`src/design/dla_pkg.sv`:
```
// dla_pkg: shared types and codes for the lease allocator
// no dependencies
package dla_pkg;

    typedef enum logic [2:0] {
        MODE_DISCOVER = 3'd0,
        MODE_REQUEST  = 3'd1,
        MODE_RELEASE  = 3'd2,
        MODE_DECLINE  = 3'd3,
        MODE_INFORM   = 3'd4
    } t_mode;

    typedef enum logic [1:0] {
        REPLY_NONE  = 2'd0,
        REPLY_OFFER = 2'd1,
        REPLY_ACK   = 2'd2,
        REPLY_NAK   = 2'd3
    } t_reply;

    typedef enum logic [1:0] {
        LS_FREE    = 2'd0,
        LS_OFFERED = 2'd1,
        LS_BOUND   = 2'd2,
        LS_EXPIRED = 2'd3
    } t_lstate;

    typedef enum logic [1:0] {
        S_IDLE = 2'd0,
        S_SCAN = 2'd1,
        S_DONE = 2'd2
    } t_fsm;

    localparam int CFG_IDX_W = 4;
    typedef logic [CFG_IDX_W-1:0] t_cfg_idx;
    localparam t_cfg_idx CFG_POOL_FIRST = 4'd0;
    localparam t_cfg_idx CFG_POOL_LAST  = 4'd1;

    localparam logic [31:0] POOL_FIRST_RST = 32'hC0A8640A;
    localparam logic [31:0] POOL_LAST_RST  = 32'hC0A864FA;

    // update command broadcast to every cell in the commit cycle
    typedef struct packed {
        logic    st_en;
        t_lstate st_val;
        logic    own_clr;
        logic    new_en;
    } t_cmd;

endpackage

```
`src/design/dla_cell.sv`:
```
// dla_cell: one lease entry plus one stage of the search chain
// depends on dla_pkg
module dla_cell
    import dla_pkg::*;
#(
    parameter int IDX = 0,
    parameter int IW  = 8,
    parameter int NW  = 9
) (
    input  logic          i_clk,
    input  logic          i_rst_n,
    input  logic [47:0]   i_mac,
    input  logic [NW-1:0] i_count,
    input  logic          i_tok,
    input  logic          i_mfound,
    input  logic [IW-1:0] i_midx,
    input  t_lstate       i_mstate,
    input  logic          i_ffound,
    input  logic [IW-1:0] i_fidx,
    output logic          o_tok,
    output logic          o_mfound,
    output logic [IW-1:0] o_midx,
    output t_lstate       o_mstate,
    output logic          o_ffound,
    output logic [IW-1:0] o_fidx,
    input  t_cmd          i_cmd,
    input  logic [IW-1:0] i_st_idx,
    input  logic [IW-1:0] i_own_idx,
    input  logic [IW-1:0] i_new_idx
);

    localparam logic [IW-1:0] MY_IDX = IW'(IDX);
    localparam logic [NW-1:0] MY_POS = NW'(IDX);

    logic        r_valid, r_owner;
    logic [47:0] r_mac;
    t_lstate     r_state;

    logic          r_tok, r_mfound, r_ffound;
    logic [IW-1:0] r_midx, r_fidx;
    t_lstate       r_mstate;

    logic hit, usable;

    assign hit    = r_valid && r_owner && (r_mac == i_mac);
    assign usable = (MY_POS < i_count) &&
                    (!r_valid || r_state == LS_FREE || r_state == LS_EXPIRED);

    always_ff @(posedge i_clk) begin
        if (!i_rst_n) begin
            r_tok <= 1'b0;
        end else begin
            r_tok <= i_tok;
        end
    end

    // first match wins: an earlier find passes through unchanged
    always_ff @(posedge i_clk) begin
        r_mfound <= i_mfound | hit;
        r_midx   <= i_mfound ? i_midx : MY_IDX;
        r_mstate <= i_mfound ? i_mstate : r_state;
        r_ffound <= i_ffound | usable;
        r_fidx   <= i_ffound ? i_fidx : MY_IDX;
    end

    always_ff @(posedge i_clk) begin
        if (!i_rst_n) begin
            r_valid <= 1'b0;
            r_owner <= 1'b0;
        end else if (i_cmd.new_en && i_new_idx == MY_IDX) begin
            r_valid <= 1'b1;
            r_owner <= 1'b1;
        end else if (i_cmd.own_clr && i_own_idx == MY_IDX) begin
            r_owner <= 1'b0;
        end
    end

    always_ff @(posedge i_clk) begin
        if (i_cmd.new_en && i_new_idx == MY_IDX) begin
            r_mac   <= i_mac;
            r_state <= LS_OFFERED;
        end else if (i_cmd.st_en && i_st_idx == MY_IDX && r_valid) begin
            r_state <= i_cmd.st_val;
        end
    end

    assign o_tok    = r_tok;
    assign o_mfound = r_mfound;
    assign o_midx   = r_midx;
    assign o_mstate = r_mstate;
    assign o_ffound = r_ffound;
    assign o_fidx   = r_fidx;

endmodule

```
`config.mk`:
```
export PLATFORM = sky130hd
export DESIGN_NAME = dla_cell
export DESIGN_NICKNAME = d
export VERILOG_FILES = /design/src/design/dla_pkg.sv /design/src/design/dla_cell.sv
export SDC_FILE = /design/constraint.sdc
export NUM_CORES = 1
export LEC_CHECK = 0
export BUFFER_PORTS_ARGS = -buffer_cell sky130_fd_sc_hd__buf_2
export CAP_MARGIN = 20
export CELL_PAD_IN_SITES_DETAIL_PLACEMENT = 0
export CELL_PAD_IN_SITES_GLOBAL_PLACEMENT = 1
export CORE_MARGIN = 5
export CORE_UTILIZATION = 33
export CTS_BUF_LIST = sky130_fd_sc_hd__clkbuf_8
export DETAILED_ROUTE_END_ITERATION = 8
export GPL_ROUTABILITY_DRIVEN = 0
export PLACE_DENSITY = 0.87
export SYNTH_ARGS = -nofsm -noshare
export SYNTH_HDL_FRONTEND = slang
export SYNTH_SLANG_ARGS = --single-unit
```
`constraint.sdc`:
```
create_clock -name i_clk -period 4.15 [get_ports i_clk]
set_clock_uncertainty 0.15 [all_clocks]
set_input_delay 0.2075 -clock i_clk [delete_from_list [all_inputs] [get_ports i_clk]]
set_output_delay 0.2075 -clock i_clk [all_outputs]
set_load 0.01 [all_outputs]
```
# ---- Yosys cells after proc, flatten, opt, wreduce, memory -nomap -nowiden
# Cells that the tools add are included.
dict set report classes {
  mux 3
  add_sub_neg 0
  magnitude_cmp 1
  n_reduce_logical 15
  bitwise 2
  n_eq_ne 2
  div_mod_pow 0
  shift 0
  multipliers 0
}
# cell n
set ops {}
lappend ops {{$eq 48x48->1} 1}
lappend ops {{$logic_not 8->1} 3}
lappend ops {{$lt 1x9->1 const A} 1}
lappend ops {{$logic_and 1x1->1} 7}
lappend ops {{$eq 2x2->1 const B} 1}
lappend ops {{$logic_not 2->1} 1}
lappend ops {{$logic_or 1x1->1} 2}
lappend ops {{$mux 1} 2}
lappend ops {{$mux 2} 1}
lappend ops {{$or 1x1->1} 2}
lappend ops {{$reduce_bool 2->1} 1}
lappend ops {{$logic_not 1->1} 1}
dict set report totals {
  mem_bits_ro 0
  ff_bits 73
  output_inout_bits 21
  ram_bits 0
  memories 0
  in_bits 109
  wordCells 33
  latch_bits 0
}

# ---- Longest topological paths before layout
dict set report logic_depth {
  ltp_word 5
  depth_mapped 5
  mapped_depth_nobuf 5
}

# ---- Worst setup path after synthesis
# OpenSTA, ideal clock, no wires.
dict set report synth_path {
  path_type {input port to flip-flop}
  start {input port i_new_idx[2]}
  end {register r_mac[0] (enable)}
  t_arrival_ns 3.347
  n_path_buf 0
  path_slack_ns 0.162
  required_ns 3.509
  stages 3
  setup_ns 0.491
  path_cell_list {nor4_1 > nand3b_1 > nor4_2}
}
dict set report synth_via {
  elab_chain_cells 2
}
# element line
set synth_lines {}
lappend synth_lines {{start: declaration} dla_cell.sv:29} ;# input logic [IW-1:0] i_new_idx
lappend synth_lines {{$logic_not 8->1} dla_cell.sv:79} ;# if (i_cmd.new_en && i_new_idx == MY_IDX) begin
lappend synth_lines {{$logic_and 1x1->1} dla_cell.sv:79}
lappend synth_lines {{end signal: assignment} dla_cell.sv:80} ;# r_mac <= i_mac;
lappend synth_lines {{end: declaration} dla_cell.sv:36} ;# logic [47:0] r_mac;
# No other way between the ends.
# A chain may end at the register's enable or synchronous reset.

# ---- Worst setup path in the final report
dict set report layout_path {
  start {input port i_mac[26]}
  end {register r_mfound (netlist: o_mfound)}
}
dict set report layout_via {
  elab_chain_cells 3
}
# element line
set layout_lines {}
lappend layout_lines {{start: declaration} dla_cell.sv:12} ;# input logic [47:0] i_mac,
lappend layout_lines {{$eq 48x48->1} dla_cell.sv:45} ;# assign hit = r_valid && r_owner && (r_mac == i_mac);
lappend layout_lines {{$logic_and 1x1->1} dla_cell.sv:45}
lappend layout_lines {{$or 1x1->1} dla_cell.sv:59} ;# r_mfound <= i_mfound | hit;
lappend layout_lines {{end signal: assignment} dla_cell.sv:59}
lappend layout_lines {{end: declaration} dla_cell.sv:39} ;# logic r_tok, r_mfound, r_ffound;
# No other way between the ends.

==> impl_results.md <==
* Run status: complete, no violations
* Die width at 102 um
* Synth cell types at 28
* Die ar. at 10400 sq um
* CTS Buf Count at 9
* Sequential area share after synthesis at 0.698
* Setup tns final at 0 ps
* Bufs on Longest Clock Path at 2
* Synth top area cells: edfxtp_1, dfxtp_1, xor2_1
* Routed wl met3 at 581 um
* Via density at 4.47
* H-tree depth at 3
* Final setup viols at 0
* Post_cts resized at 0
* Avg Cell Area, Syn at 14.7 sq um
* Flop-to-flop setup slack at 2230 ps
* Tmin final at 2070 ps
* Logic pwr share at 0.109
* Async SR Flop Fraction at 0
* Clk_lat worst skew at 340 ps
* Critical Path RT at between 4000 and 5000 ps
* Initial antenna violation count at 0
* Slew Viols, Final at 0
* Worst-Margin Slew at around 640 ps
* Maximum number of pins on one net before global-route repair at 53
* Non-filler cells, final at 511
* IO Pins at between 100 and 150
* Total inserted antenna cells at 0
* Primary FF master, synth: edfxtp_1
* First-pass GRT wire length at 11.3 mm
* Pre-Repair DR Iteration Count at 4
* Highest routed layer: met4
* Highest Clock Rate at 482 MHz
* Worst Hold Slack at 17.8 ps
* Max-cap violations at 0
* Final HPWL DP at around 4.8 mm
* Yosys top cell by area: edfxtp_1
* Via Count at 2286
* Peak supply drop at between 0.15 and 0.2 mV
* CTS Sinks at 73
* Port-buffer cells at 129
* Critical path type: primary input to flop
* Met1 WL at approximately 2.8 mm
* NetSw at between 300 and 400 uW
* Final Net Count at slightly above 500
* Vias in the first global route at 2549
* Critical Path AT at 2210 ps
* Layout cells sized above 1 at 0.362
* Int Power at 1.23 mW
* Met2 wire length at 3.65 mm
* FP Rows at 33
* Pwr/cell area at 344 nW/um^2
* Synth top area share at 0.518
* Sw Ratio at 0.208
* FILL cells at 709
* Synth warnings at 0
* Tot Pwr at 1.55 mW
* Per-cell routed wire length at 14.0 um
* Period utilisation layout at 0.499
* # DRC at 0
* Grt ovf at 0
* Gr usage total at 0.144
* Top-count cell post-synth: edfxtp_1
* Die H at 102 um
* Cell leakage power at ~1.9 nW
* DRT Wirelength at 7.16 mm
* Worst rel slew slack at 0.571
* Post-Syn Area at 2780 sq um
* CTS root buffer: clkbuf_8
* Flops & latches, synth at 73
* EDFF count, synth at 48
* Final ANT Viol Nets at 0
* Clock Power Share at 0.381
* Cells after synthesis at between 150 and 200
* Final Hold Viols at 0
* Area Growth Syn to Fin at 61.8%
* CORE AREA at approximately 8000 sq um
* Sequential Power Share at 0.510
* DRC marker count from the first detailed-route iteration at 38
* Initial core utilization at 0.338
* RSZ-0062 raised after global routing: false
* TritonCTS clock tree: done
* # placed instances at 423
* Syn_nets at 298
* Hold Crit Class: primary input to flop
* Critical path startpoint category: primary input
* Setup crit end kind: flop
* Max FO, Critical Path at 2
* Reg clk slew, reported paths at around 70 ps
* Synth top cells by count: edfxtp_1, dfxtp_1, xor2_1
* Final core occ at 0.548
-- power groups by stage --
stage | sequential, mW | combinational (mW) | clock (mW)
after global placement | 0.805 | 0.113 | 0
final | 0.789 | 0.169 | 0.589
after floorplan | 0.811 | 0.0318 | 0
after global routing | 0.790 | 0.186 | 0.646
after CTS | 0.789 | 0.169 | 0.609
after detailed placement | 0.805 | 0.116 | 0
-- registers in the layout, summed over array words and instances (netlist names) --
register,count
r_owner,1
o_tok,1
o_fidx,8
o_ffound,1
r_valid,1
o_mfound,1
r_state,2
r_mac,48
o_midx,8
o_mstate,2
-- per-stage QoR --
stage,cell area [sq um],worst slack [ps]
2_1_floorplan,2780,162
3_3_place_gp,3570,2200
3_5_place_dp,3570,2150
4_1_cts,4500,2010
5_1_grt,4500,1960
6_report,4500,2080
-- placed cells by master, fill, tap and decap left out, types with 3 or more instances in the layout --
cell type / count
edfxtp_1: 48
inv_1: 7
nand2_1: 3
dlygate4sd3_1: 72
nor2_1: 3
xor2_1: 24
and2_1: 17
nand4_1: 5
xnor2_1: 19
buf_2: 129
nor4_1: 12
clkbuf_8: 9
dfxtp_1: 25
-- critical path, stage by stage --
cell and delay (ps):
dlygate4sd3_1 530, buf_2 140, xor2_1 150, nor4_1 330
nand4_1 180, nor4_1 450, a41o_1 230
-- area by class of cell --
type                       count  area [sq um]  area share
multi-input combinational    108           817       0.182
clock buffer                   9           124      0.0275
inverter                       7          26.3     0.00584
tap                          105           131      0.0292
sequential                    73          1940       0.432
timing repair buffer         202          1370       0.305
clock inverter                 7          85.1      0.0189
-- per-layer routing --
metal  vias to the layer above  track usage
met3                        15       0.0523
met5                         -            0
li1                       1109            -
met1                      1066        0.157
met2                        96        0.254
met4                         0       0.0583
-- repair_timing --
item | in CTS | in global routing
buffers inserted | 0 | 0
endpoints found under the hold margin | 71 | 0
hold buffers | 72 | 0
-- final timing paths --
check                                start       end  cells past startpoint
worst max register to register   r_mac[26]  o_mfound                      5
worst min-delay path            i_count[2]  o_ffound                      4
worst max-delay path             i_mac[26]  o_mfound                      7
worst min register to register     r_owner   r_owner                      2
-- logic make-up (layout without fill, tap and decap cells) --
group	Yosys count	count (layout)	synth area share
XOR/XNOR	43	43	0.135
AO/OA/AOI/OAI	12	12	0.0329
buffers and inverters	8	225	0.0108
multiplexers	3	3	0.0117
AND/OR/NAND/NOR	50	50	0.111
flip-flops	73	73	0.698
(Power assumes the default switching activity.)
